===== src/rtl/core/swnm_pkg.sv =====
// Shared types, constants and state codes for the sliding window negative miner.
`default_nettype none
package swnm_pkg;

    localparam int COORD_W      = 12;
    localparam int THR_W        = 13;
    localparam int MAX_RECTS    = 16;
    localparam int MAX_WINDOWS  = 31;
    localparam int RECT_IDX_W   = (MAX_RECTS > 1) ? $clog2(MAX_RECTS) : 1;
    localparam int RECT_CNT_W   = $clog2(MAX_RECTS + 1);
    localparam int WIN_CNT_W    = $clog2(MAX_WINDOWS + 1);
    localparam int AREA_W       = 2 * COORD_W;
    localparam int FRAC_W       = 16;
    localparam int QUO_W        = FRAC_W + 1;
    localparam int SUM_W        = QUO_W + RECT_CNT_W;
    localparam int THR_FRAC_W   = 8;
    localparam int LIMIT_W      = THR_W + THR_FRAC_W;
    localparam int DIV_CNT_W    = $clog2(FRAC_W + 1);

    localparam int CFG_IDX_W    = 2;
    localparam int CFG_W        = THR_W;

    localparam logic [CFG_IDX_W-1:0] REG_IMAGE_WIDTH  = 2'd0;
    localparam logic [CFG_IDX_W-1:0] REG_IMAGE_HEIGHT = 2'd1;
    localparam logic [CFG_IDX_W-1:0] REG_OVERLAP_THR  = 2'd2;

    localparam logic [COORD_W-1:0] RST_IMAGE_WIDTH  = 12'd640;
    localparam logic [COORD_W-1:0] RST_IMAGE_HEIGHT = 12'd480;
    localparam logic [THR_W-1:0]   RST_OVERLAP_THR  = 13'd77;

    typedef struct packed {
        logic [COORD_W-1:0] x;
        logic [COORD_W-1:0] y;
        logic [COORD_W-1:0] w;
        logic [COORD_W-1:0] h;
    } box_t;

    typedef struct packed {
        logic busy;
        logic done;
    } div_status_t;

    typedef enum logic [3:0] {
        ST_IDLE,
        ST_START,
        ST_SQUARE,
        ST_WIN,
        ST_READ,
        ST_OVERLAP,
        ST_MUL_INTER,
        ST_MUL_AREA,
        ST_DIV,
        ST_DIV_WAIT,
        ST_ACCUM,
        ST_COMPARE,
        ST_NEXT,
        ST_FINISH
    } state_t;

endpackage
`default_nettype wire


===== src/rtl/core/swnm_ifs.sv =====
// Valid/ready channel interfaces for box beats and window beats.
`default_nettype none
interface swnm_box_if;
    logic                        valid;
    logic                        ready;
    logic [swnm_pkg::COORD_W-1:0] box_x;
    logic [swnm_pkg::COORD_W-1:0] box_y;
    logic [swnm_pkg::COORD_W-1:0] box_width;
    logic [swnm_pkg::COORD_W-1:0] box_height;
    logic                        last_box;

    modport source (output valid, box_x, box_y, box_width, box_height, last_box,
                    input ready);
    modport sink   (input valid, box_x, box_y, box_width, box_height, last_box,
                    output ready);
endinterface

interface swnm_win_if;
    logic                        valid;
    logic                        ready;
    logic                        window_valid;
    logic [swnm_pkg::COORD_W-1:0] window_x;
    logic [swnm_pkg::COORD_W-1:0] window_y;
    logic [swnm_pkg::COORD_W-1:0] window_side;
    logic                        last_window;

    modport source (output valid, window_valid, window_x, window_y, window_side,
                    last_window, input ready);
    modport sink   (input valid, window_valid, window_x, window_y, window_side,
                    last_window, output ready);
endinterface
`default_nettype wire


===== src/rtl/core/swnm_box_ram.sv =====
// Box store: one write port, one registered read port.
`default_nettype none
module swnm_box_ram (
    input  wire logic                          clk,
    input  wire logic                          we,
    input  wire logic [swnm_pkg::RECT_IDX_W-1:0] waddr,
    input  wire swnm_pkg::box_t                wdata,
    input  wire logic                          re,
    input  wire logic [swnm_pkg::RECT_IDX_W-1:0] raddr,
    output      swnm_pkg::box_t                rdata
);
    import swnm_pkg::*;

    box_t mem [MAX_RECTS];
    box_t rdata_reg;

    // Write a box, register the read word
    always_ff @(posedge clk)
    begin
        if (we)
        begin
            mem[waddr] <= wdata;
        end
        if (re)
        begin
            rdata_reg <= mem[raddr];
        end
    end

    assign rdata = rdata_reg;
endmodule
`default_nettype wire


===== src/rtl/core/swnm_div.sv =====
// Radix-2 fraction divider: floor(num * 2^16 / den) for num <= den, one bit a cycle.
`default_nettype none
module swnm_div (
    input  wire logic                        clk,
    input  wire logic                        rst_n,
    input  wire logic                        start,
    input  wire logic [swnm_pkg::AREA_W-1:0] num,
    input  wire logic [swnm_pkg::AREA_W-1:0] den,
    output      swnm_pkg::div_status_t       status,
    output      logic [swnm_pkg::QUO_W-1:0]  quotient
);
    import swnm_pkg::*;

    logic [AREA_W:0]    rem_reg, rem_next;
    logic [AREA_W-1:0]  den_reg, den_next;
    logic [QUO_W-1:0]   quo_reg, quo_next;
    logic [DIV_CNT_W-1:0] cnt_reg, cnt_next;
    logic               busy_reg, busy_next;
    logic               done_reg, done_next;
    logic [AREA_W:0]    shifted;
    logic               bit_q;
    logic               int_bit;

    // Load on start, then shift and subtract once a cycle
    always_comb
    begin
        rem_next  = rem_reg;
        den_next  = den_reg;
        quo_next  = quo_reg;
        cnt_next  = cnt_reg;
        busy_next = busy_reg;
        done_next = 1'b0;
        shifted   = {rem_reg[AREA_W-1:0], 1'b0};
        bit_q     = (shifted >= {1'b0, den_reg});
        int_bit   = (num >= den);
        if (start)
        begin
            den_next  = den;
            quo_next  = {{(QUO_W-1){1'b0}}, int_bit};
            rem_next  = {1'b0, int_bit ? (num - den) : num};
            cnt_next  = DIV_CNT_W'(FRAC_W);
            busy_next = 1'b1;
        end
        else if (busy_reg)
        begin
            rem_next = bit_q ? (shifted - {1'b0, den_reg}) : shifted;
            quo_next = {quo_reg[QUO_W-2:0], bit_q};
            cnt_next = cnt_reg - 1'b1;
            if (cnt_reg == DIV_CNT_W'(1))
            begin
                busy_next = 1'b0;
                done_next = 1'b1;
            end
        end
    end

    always_ff @(posedge clk or negedge rst_n)
    begin
        if (!rst_n)
        begin
            busy_reg <= 1'b0;
            done_reg <= 1'b0;
            cnt_reg  <= '0;
        end
        else
        begin
            busy_reg <= busy_next;
            done_reg <= done_next;
            cnt_reg  <= cnt_next;
        end
    end

    always_ff @(posedge clk)
    begin
        rem_reg <= rem_next;
        den_reg <= den_next;
        quo_reg <= quo_next;
    end

    assign status.busy = busy_reg;
    assign status.done = done_reg;
    assign quotient    = quo_reg;
endmodule
`default_nettype wire


===== src/rtl/core/sliding_window_negative_miner_core.sv =====
// Top level: box collection, window scan sequencer, shared multiplier and divider.
//
//  channel   dir  handshake      payload
//  box_in    in   valid/ready    box_x box_y box_width box_height last_box
//  win_out   out  valid/ready    window_valid window_x window_y window_side last_window
//  cfg       in   cfg_we         cfg_index cfg_wdata (no read-back)
//
// A box beat is taken while the core is idle. A last beat starts the scan,
// during which box_in is held not ready. Each window reads every stored box
// and runs the bit-serial divider for every box it overlaps; the one shared
// multiplier and the divider set the scan's pace. Reset restores the
// register defaults and empties the box set; win_out stalls simply hold
// the scan before the next beat is loaded.
`default_nettype none
module sliding_window_negative_miner_core (
    input  wire logic                          clk,
    input  wire logic                          rst_n,
    input  wire logic                          cfg_we,
    input  wire logic [swnm_pkg::CFG_IDX_W-1:0] cfg_index,
    input  wire logic [swnm_pkg::CFG_W-1:0]    cfg_wdata,
    swnm_box_if.sink                           box_in,
    swnm_win_if.source                         win_out
);
    import swnm_pkg::*;

    state_t state_reg, state_next;

    logic [COORD_W-1:0]    img_w_reg, img_h_reg;
    logic [THR_W-1:0]      thr_reg;
    logic [RECT_CNT_W-1:0] count_reg;
    logic [COORD_W-1:0]    widest_reg;
    logic                  zero_reg;
    logic [COORD_W-1:0]    x_reg, y_reg;
    logic [RECT_CNT_W-1:0] idx_reg;
    logic [SUM_W-1:0]      sum_reg;
    logic [AREA_W-1:0]     warea_reg, marea_reg, inter_reg;
    logic [COORD_W-1:0]    ox_reg, oy_reg;
    logic [WIN_CNT_W-1:0]  n_reg;
    logic                  pend_reg;
    logic [COORD_W-1:0]    pend_x_reg, pend_y_reg;
    logic                  ovalid_reg, o_wv_reg, o_last_reg;
    logic [COORD_W-1:0]    o_x_reg, o_y_reg, o_side_reg;

    logic                  in_ready, accept, store_ok, out_free, hit;
    logic                  ram_re, div_start;
    logic [RECT_IDX_W-1:0] ram_addr;
    box_t                  wbox, rbox;
    div_status_t           div_st;
    logic [QUO_W-1:0]      div_q;
    logic [COORD_W-1:0]    mul_a, mul_b;
    logic [AREA_W-1:0]     mul_p;
    logic [COORD_W:0]      lo_x, hi_x, lo_y, hi_y, bx2, by2, wx2, wy2;
    logic [COORD_W+1:0]    ny_end, nx_end;
    logic [COORD_W:0]      ny, nx;
    logic                  more_y, more_x, room;

    assign wbox = '{x: box_in.box_x, y: box_in.box_y,
                    w: box_in.box_width, h: box_in.box_height};

    swnm_box_ram u_ram (
        .clk   (clk),
        .we    (accept && store_ok),
        .waddr (count_reg[RECT_IDX_W-1:0]),
        .wdata (wbox),
        .re    (ram_re),
        .raddr (ram_addr),
        .rdata (rbox)
    );

    swnm_div u_div (
        .clk      (clk),
        .rst_n    (rst_n),
        .start    (div_start),
        .num      (inter_reg),
        .den      (marea_reg),
        .status   (div_st),
        .quotient (div_q)
    );

    // Shared multiplier operand select
    always_comb
    begin
        case (state_reg)
            ST_SQUARE:    begin mul_a = widest_reg; mul_b = widest_reg; end
            ST_MUL_INTER: begin mul_a = ox_reg;     mul_b = oy_reg;     end
            default:      begin mul_a = rbox.w;     mul_b = rbox.h;     end
        endcase
    end
    assign mul_p = mul_a * mul_b;

    // Overlap extents of the current box with the current window
    always_comb
    begin
        bx2  = {1'b0, rbox.x} + {1'b0, rbox.w};
        by2  = {1'b0, rbox.y} + {1'b0, rbox.h};
        wx2  = {1'b0, x_reg} + {1'b0, widest_reg};
        wy2  = {1'b0, y_reg} + {1'b0, widest_reg};
        lo_x = (rbox.x > x_reg) ? {1'b0, rbox.x} : {1'b0, x_reg};
        lo_y = (rbox.y > y_reg) ? {1'b0, rbox.y} : {1'b0, y_reg};
        hi_x = (bx2 < wx2) ? bx2 : wx2;
        hi_y = (by2 < wy2) ? by2 : wy2;
    end

    // Window stepping
    always_comb
    begin
        ny     = {1'b0, y_reg} + {1'b0, widest_reg};
        nx     = {1'b0, x_reg} + {1'b0, widest_reg};
        ny_end = {1'b0, ny} + {2'b0, widest_reg};
        nx_end = {1'b0, nx} + {2'b0, widest_reg};
        more_y = ny_end < {2'b0, img_h_reg};
        more_x = nx_end < {2'b0, img_w_reg};
        room   = n_reg < WIN_CNT_W'(MAX_WINDOWS);
    end

    // Handshake and strobe outputs
    always_comb
    begin
        in_ready  = (state_reg == ST_IDLE);
        accept    = box_in.valid && in_ready;
        store_ok  = count_reg < RECT_CNT_W'(MAX_RECTS);
        out_free  = !ovalid_reg || win_out.ready;
        ram_re    = (state_reg == ST_READ);
        ram_addr  = idx_reg[RECT_IDX_W-1:0];
        div_start = (state_reg == ST_DIV) && (inter_reg != '0);
        hit       = sum_reg <= SUM_W'({thr_reg, {THR_FRAC_W{1'b0}}});
    end

    // Next state
    always_comb
    begin
        state_next = state_reg;
        case (state_reg)
            ST_IDLE:
                if (accept && box_in.last_box)
                    state_next = ST_START;
            ST_START:
                if (widest_reg == '0 || zero_reg || !(widest_reg < img_w_reg)
                    || !(widest_reg < img_h_reg))
                    state_next = ST_FINISH;
                else
                    state_next = ST_SQUARE;
            ST_SQUARE:    state_next = ST_WIN;
            ST_WIN:       state_next = ST_READ;
            ST_READ:      state_next = ST_OVERLAP;
            ST_OVERLAP:   state_next = ST_MUL_INTER;
            ST_MUL_INTER: state_next = ST_MUL_AREA;
            ST_MUL_AREA:  state_next = ST_DIV;
            ST_DIV:
                state_next = (inter_reg == '0) ? ST_ACCUM : ST_DIV_WAIT;
            ST_DIV_WAIT:
                if (div_st.done)
                    state_next = ST_ACCUM;
            ST_ACCUM:
                state_next = (idx_reg + 1'b1 == count_reg) ? ST_COMPARE : ST_READ;
            ST_COMPARE:
                if (!hit || !pend_reg || out_free)
                    state_next = ST_NEXT;
            ST_NEXT:
                if (room && (more_y || more_x))
                    state_next = ST_WIN;
                else
                    state_next = ST_FINISH;
            ST_FINISH:
                if (out_free)
                    state_next = ST_IDLE;
            default:      state_next = ST_IDLE;
        endcase
    end

    // Control registers
    always_ff @(posedge clk or negedge rst_n)
    begin
        if (!rst_n)
        begin
            state_reg  <= ST_IDLE;
            img_w_reg  <= RST_IMAGE_WIDTH;
            img_h_reg  <= RST_IMAGE_HEIGHT;
            thr_reg    <= RST_OVERLAP_THR;
            count_reg  <= '0;
            widest_reg <= '0;
            zero_reg   <= 1'b0;
            pend_reg   <= 1'b0;
            n_reg      <= '0;
            ovalid_reg <= 1'b0;
        end
        else
        begin
            state_reg <= state_next;

            // Take register writes
            if (cfg_we)
            begin
                case (cfg_index)
                    REG_IMAGE_WIDTH:  img_w_reg <= cfg_wdata[COORD_W-1:0];
                    REG_IMAGE_HEIGHT: img_h_reg <= cfg_wdata[COORD_W-1:0];
                    REG_OVERLAP_THR:  thr_reg   <= cfg_wdata;
                    default:          ;
                endcase
            end

            // Collect a box
            if (accept && store_ok)
            begin
                count_reg <= count_reg + 1'b1;
                if (box_in.box_width > widest_reg)
                    widest_reg <= box_in.box_width;
                if (box_in.box_width == '0 || box_in.box_height == '0)
                    zero_reg <= 1'b1;
            end

            if (state_reg == ST_START)
            begin
                n_reg    <= '0;
                pend_reg <= 1'b0;
            end

            // Accept a window, flush the previous one
            if (state_reg == ST_COMPARE && hit && (!pend_reg || out_free))
            begin
                pend_reg <= 1'b1;
                n_reg    <= n_reg + 1'b1;
            end

            if (ovalid_reg && win_out.ready)
                ovalid_reg <= 1'b0;
            if ((state_reg == ST_COMPARE && hit && pend_reg && out_free)
                || (state_reg == ST_FINISH && out_free))
                ovalid_reg <= 1'b1;

            // Drop the box set once the scan is closed
            if (state_reg == ST_FINISH && out_free)
            begin
                count_reg  <= '0;
                widest_reg <= '0;
                zero_reg   <= 1'b0;
                pend_reg   <= 1'b0;
            end
        end
    end

    // Datapath registers
    always_ff @(posedge clk)
    begin
        case (state_reg)
            ST_START:
            begin
                x_reg <= '0;
                y_reg <= '0;
            end
            ST_SQUARE:   warea_reg <= mul_p;
            ST_WIN:
            begin
                sum_reg <= '0;
                idx_reg <= '0;
            end
            ST_OVERLAP:
            begin
                ox_reg <= (hi_x > lo_x) ? COORD_W'(hi_x - lo_x) : '0;
                oy_reg <= (hi_y > lo_y) ? COORD_W'(hi_y - lo_y) : '0;
            end
            ST_MUL_INTER: inter_reg <= mul_p;
            ST_MUL_AREA:  marea_reg <= (mul_p < warea_reg) ? mul_p : warea_reg;
            ST_ACCUM:
            begin
                sum_reg <= sum_reg + ((inter_reg == '0) ? '0 : SUM_W'(div_q));
                idx_reg <= idx_reg + 1'b1;
            end
            ST_NEXT:
                if (more_y)
                    y_reg <= ny[COORD_W-1:0];
                else
                begin
                    x_reg <= nx[COORD_W-1:0];
                    y_reg <= '0;
                end
            default: ;
        endcase

        if (state_reg == ST_COMPARE && hit && (!pend_reg || out_free))
        begin
            pend_x_reg <= x_reg;
            pend_y_reg <= y_reg;
        end

        // Load the output beat
        if (state_reg == ST_COMPARE && hit && pend_reg && out_free)
        begin
            o_wv_reg   <= 1'b1;
            o_x_reg    <= pend_x_reg;
            o_y_reg    <= pend_y_reg;
            o_side_reg <= widest_reg;
            o_last_reg <= 1'b0;
        end
        else if (state_reg == ST_FINISH && out_free)
        begin
            o_wv_reg   <= pend_reg;
            o_x_reg    <= pend_reg ? pend_x_reg : '0;
            o_y_reg    <= pend_reg ? pend_y_reg : '0;
            o_side_reg <= pend_reg ? widest_reg : '0;
            o_last_reg <= 1'b1;
        end
    end

    assign box_in.ready         = in_ready;
    assign win_out.valid        = ovalid_reg;
    assign win_out.window_valid = o_wv_reg;
    assign win_out.window_x     = o_x_reg;
    assign win_out.window_y     = o_y_reg;
    assign win_out.window_side  = o_side_reg;
    assign win_out.last_window  = o_last_reg;
endmodule
`default_nettype wire

===== src/flat_wrapper.sv =====
// flat-port wrapper written by rule: the top's interface ports become plain ports
module sliding_window_negative_miner_core_flat import swnm_pkg::*;
  (clk, rst_n, cfg_we, cfg_index, cfg_wdata, box_in_valid, box_in_box_x, box_in_box_y, box_in_box_width, box_in_box_height, box_in_last_box, box_in_ready, win_out_valid, win_out_window_valid, win_out_window_x, win_out_window_y, win_out_window_side, win_out_last_window, win_out_ready);
  swnm_box_if box_in_i ();
  swnm_win_if win_out_i ();
  input  wire logic clk;
  input  wire logic rst_n;
  input  wire logic cfg_we;
  input  wire logic [swnm_pkg::CFG_IDX_W-1:0] cfg_index;
  input  wire logic [swnm_pkg::CFG_W-1:0] cfg_wdata;
  input wire logic [$bits(box_in_i.valid)-1:0] box_in_valid;
  input wire logic [$bits(box_in_i.box_x)-1:0] box_in_box_x;
  input wire logic [$bits(box_in_i.box_y)-1:0] box_in_box_y;
  input wire logic [$bits(box_in_i.box_width)-1:0] box_in_box_width;
  input wire logic [$bits(box_in_i.box_height)-1:0] box_in_box_height;
  input wire logic [$bits(box_in_i.last_box)-1:0] box_in_last_box;
  output wire logic [$bits(box_in_i.ready)-1:0] box_in_ready;
  output wire logic [$bits(win_out_i.valid)-1:0] win_out_valid;
  output wire logic [$bits(win_out_i.window_valid)-1:0] win_out_window_valid;
  output wire logic [$bits(win_out_i.window_x)-1:0] win_out_window_x;
  output wire logic [$bits(win_out_i.window_y)-1:0] win_out_window_y;
  output wire logic [$bits(win_out_i.window_side)-1:0] win_out_window_side;
  output wire logic [$bits(win_out_i.last_window)-1:0] win_out_last_window;
  input wire logic [$bits(win_out_i.ready)-1:0] win_out_ready;
  assign box_in_i.valid = box_in_valid;
  assign box_in_i.box_x = box_in_box_x;
  assign box_in_i.box_y = box_in_box_y;
  assign box_in_i.box_width = box_in_box_width;
  assign box_in_i.box_height = box_in_box_height;
  assign box_in_i.last_box = box_in_last_box;
  assign box_in_ready = box_in_i.ready;
  assign win_out_valid = win_out_i.valid;
  assign win_out_window_valid = win_out_i.window_valid;
  assign win_out_window_x = win_out_i.window_x;
  assign win_out_window_y = win_out_i.window_y;
  assign win_out_window_side = win_out_i.window_side;
  assign win_out_last_window = win_out_i.last_window;
  assign win_out_i.ready = win_out_ready;
  sliding_window_negative_miner_core u_core (.clk(clk), .rst_n(rst_n), .cfg_we(cfg_we), .cfg_index(cfg_index), .cfg_wdata(cfg_wdata), .box_in(box_in_i), .win_out(win_out_i));
endmodule

===== config.mk =====
export PLATFORM = sky130hd
export DESIGN_NAME = sliding_window_negative_miner_core_flat
export DESIGN_NICKNAME = d
export VERILOG_FILES = /design/src/rtl/core/swnm_pkg.sv /design/src/rtl/core/swnm_ifs.sv /design/src/rtl/core/swnm_box_ram.sv /design/src/rtl/core/swnm_div.sv /design/src/rtl/core/sliding_window_negative_miner_core.sv /design/src/flat_wrapper.sv
export SDC_FILE = /design/constraint.sdc
export NUM_CORES = 2
export LEC_CHECK = 0
export BUFFER_PORTS_ARGS = -buffer_cell sky130_fd_sc_hd__buf_4
export CAP_MARGIN = 0
export CELL_PAD_IN_SITES_DETAIL_PLACEMENT = 0
export CELL_PAD_IN_SITES_GLOBAL_PLACEMENT = 1
export CORE_UTILIZATION = 55
export DETAILED_ROUTE_END_ITERATION = 12
export PLACE_DENSITY = 0.81
export SLEW_MARGIN = 20
export SYNTH_ARGS = -nofsm -noshare
export SYNTH_HDL_FRONTEND = slang
export SYNTH_SLANG_ARGS = --single-unit

===== constraint.sdc =====
create_clock -name clk -period 19.3 [get_ports clk]
set_clock_uncertainty 0.2 [all_clocks]
set_input_delay 0.965 -clock clk [delete_from_list [all_inputs] [get_ports clk]]
set_output_delay 0.965 -clock clk [all_outputs]
set_load 0.005 [all_outputs]

==> impl_metrics.toml <==
[run_status]
status = "finished clean"

[hold_path]
hold_path_class = "register to register"

[layout]
syn2layout_area_growth_pct = 11.11
final_nets = 4919
drive_gt1_share_pct = 16.37
final_util_pct = 61.78
layout.cells.non_filler = 5864
largest_register_ffs = 768

[run]
cap_violations = 0

[worst_setup_path]
r2r_slack_ns = 9.36
cp_slowest_cell = "a21oi_1"
cp_data_required_time_ns = 19.53
end_kind = "register"
crit_family = "adder cells"
critical_path_buf_inv_count = 4
path_max_fanout = 37
arrival_ns = 10.17
cp_common_cell = "fa_1"
cp-start-kind = "register"
criticalPathCategory = "register to register"
slowest_delay_ns = 0.88

[yosys]
synth_edf_count = 1072
synth.top_cell.area_share_pct = 53.93
synth_fp_nets = 4756
synthTopCellsByCount = "edfxtp_1 (1,072), inv_1 (375), ha_1 (371)"
synth.most_common_cell = "edfxtp_1"
async_reset_ff_share_pct = 6.277
seq_area_frac_synth_pct = 57.62
ys.flop_type = "edfxtp_1"
syn_area_sq_um = 59690
netlist.top_cell.by_area = "edfxtp_1"
synth-seq-cells = 1163
syn_inst = 4205
synth.avg_cell_area_sq_um = 14.19
yosys_warnings = 0
ys_types = 88
synth_area_leaders = "edfxtp_1 (54%), mux4_2 (9.1%), ha_1 (7.8%)"

[global_route]
grt_max_degree = 92
met1_usage_pct = 35.21
track_usage_pct = 26.75
grt_first_pass_wirelength_um = 220400
use_met3_pct = 3.707
top_usage_layer = "met2"
grt_pass1_vias = 35560
antenna_found_initial = 2
grtUsageMet2_pct = 45.37
grt_overflow = 0

[cts]
root_buffer = "clkbuf_16"
numCtsBuffers = 117
clkLatencyLatePin_ns = 0.73
clock_path_buffers = 3
clock-sinks = 1163
cts_tree = "built"
post_cts_resized = 0
htree_levels = 3
clkTransAtPathRegs_ns = 0.06

[floorplan]
io_pins = 109
initial_core_util_pct = 55.60
core_sq_um = 107400
rows = 120
die_w_um = 331.4
die-area_sq_um = 109800
die_y_um = 331.4

[sta]
hold_slack_ns = 0.2264
fmax_mhz = 100.6
period_needed_ns = 9.941
finalCritPeriodShare_pct = 51.51
rsz0062_at_grt = "false"
hold_viol = 0
finalSetupTns_ns = 0
tightest_slew_ns = 1.157
relSlewSlack_pct = 22.85
drv_slew = 0
setup_viol_count_final = 0

[place]
port_buffers = 108
routabilityCongestion = 0.9275
dp_hpwl_um = 94550
place_inst = 5651

[detailed_routing]
drt_first_pass_iters = 7
post_drt_wl_per_cell_um = 24.85
routed_via_density = 5.997
dr_total_vias = 35160
drt_wl_total_um = 145700
drc_errors = 0
ant_nets = 0
drt_iter0_markers = 2850
[metrics by stage]
| step | setup WS [ns] | cell area [sq um] |
|---|---|---|
| 3_3_place_gp | 9.459 | 62390 |
| 6_report | 9.359 | 66320 |
| 4_1_cts | 9.314 | 66310 |
| 5_1_grt | 8.681 | 66320 |
| 2_1_floorplan | 10.18 | 59690 |
| 3_5_place_dp | 9.351 | 62390 |
[worst reg2reg max path: cells and delay by family, from the launching register on]
kind / cells / cell delay, ns
muxes: 1 / 0.39
adders and majority gates: 7 / 3.11
DFF: 1 / 0.59
buffers and inverters: 4 / 0.49
xor gates and xnor gates: 1 / 0.14
and+or+nand+nor: 6 / 2.07
AOI/OAI and AO/OA: 12 / 2.70
[cell usage in the layout (no fill, tap or decap), types with 48 or more instances in the layout]
| master | Yosys | layout |
|---|---|---|
| a21o_1 | 84 | 84 |
| a21oi_1 | 203 | 202 |
| and2_1 | 64 | 63 |
| buf_4 | 0 | 172 |
| clkbuf_16 | 0 | 118 |
| dfrtp_1 | 63 | 62 |
| edfxtp_1 | 1072 | 1072 |
| fa_1 | 111 | 111 |
| ha_1 | 371 | 371 |
| inv_1 | 375 | 373 |
| mux2_2 | 73 | 73 |
| mux2i_1 | 51 | 51 |
| mux4_2 | 240 | 240 |
| nand2_1 | 206 | 205 |
| nand3_1 | 48 | 48 |
| nor2_1 | 293 | 277 |
| nor2b_1 | 66 | 66 |
| nor3_1 | 65 | 59 |
| o21ai_0 | 136 | 136 |
| xnor2_1 | 98 | 98 |
| xor2_1 | 50 | 50 |
[layout make-up]
class / instances / area, sq um
Fill cell: 7966 / 41030
Timing Repair Buffer: 174 / 1321
Tap cell: 1403 / 1755
Inverter: 375 / 1408
Multi-Input combinational cell: 2537 / 23540
Clock buffer: 135 / 3027
Sequential cell: 1163 / 34390
Antenna cell: 1 / 2.502
Clock inverter: 76 / 879.6
[metal layers]
layer | wire (um) | up-vias
met4 | 5398 | 4
met5 | 26 | -
li1 | - | 16120
met1 | 59700 | 17520
met3 | 8491 | 309
met2 | 72100 | 1212
[repair_timing]
item / in CTS / in global routing
hold buffers: 1 / 0
buffers inserted: 0 / 0
hold endpoints to repair: 10 / 0
setup endpoints to repair: 0 / 0
[cell families (layout without fill, tap and decap cells)]
| kind of cell | after synthesis | in the layout | share of synthesized area, % |
|---|---|---|---|
| simple gates | 902 | 902 | 7.246 |
| buf+inv | 505 | 760 | 3.211 |
| flops | 1163 | 1163 | 57.62 |
| xor+xnor | 148 | 148 | 2.172 |
| fa+ha+maj | 482 | 482 | 11.50 |
| mux | 364 | 364 | 11.29 |
| compound gates | 641 | 641 | 6.968 |
| other cells | 0 | 1 | 0 |
[final timing paths]
| kind | end | cells after the start | startpoint |
|---|---|---|---|
| min in group asynchronous | u_core.thr_reg[11] | 2 | rst_n |
| worst max-delay path | u_core.marea_reg[20] | 31 | u_core.state_reg[3] |
| worst min register to register | u_core.u_div.den_reg[21] | 0 | u_core.marea_reg[21] |
| worst min-delay path | u_core.u_div.den_reg[21] | 0 | u_core.marea_reg[21] |
| max in group asynchronous | u_core.pend_reg | 3 | rst_n |
| worst max register to register | u_core.marea_reg[20] | 31 | u_core.state_reg[3] |
Power is not shown: default switching activity piles up to over one toggle a cycle in this logic, so the estimate is an artifact.
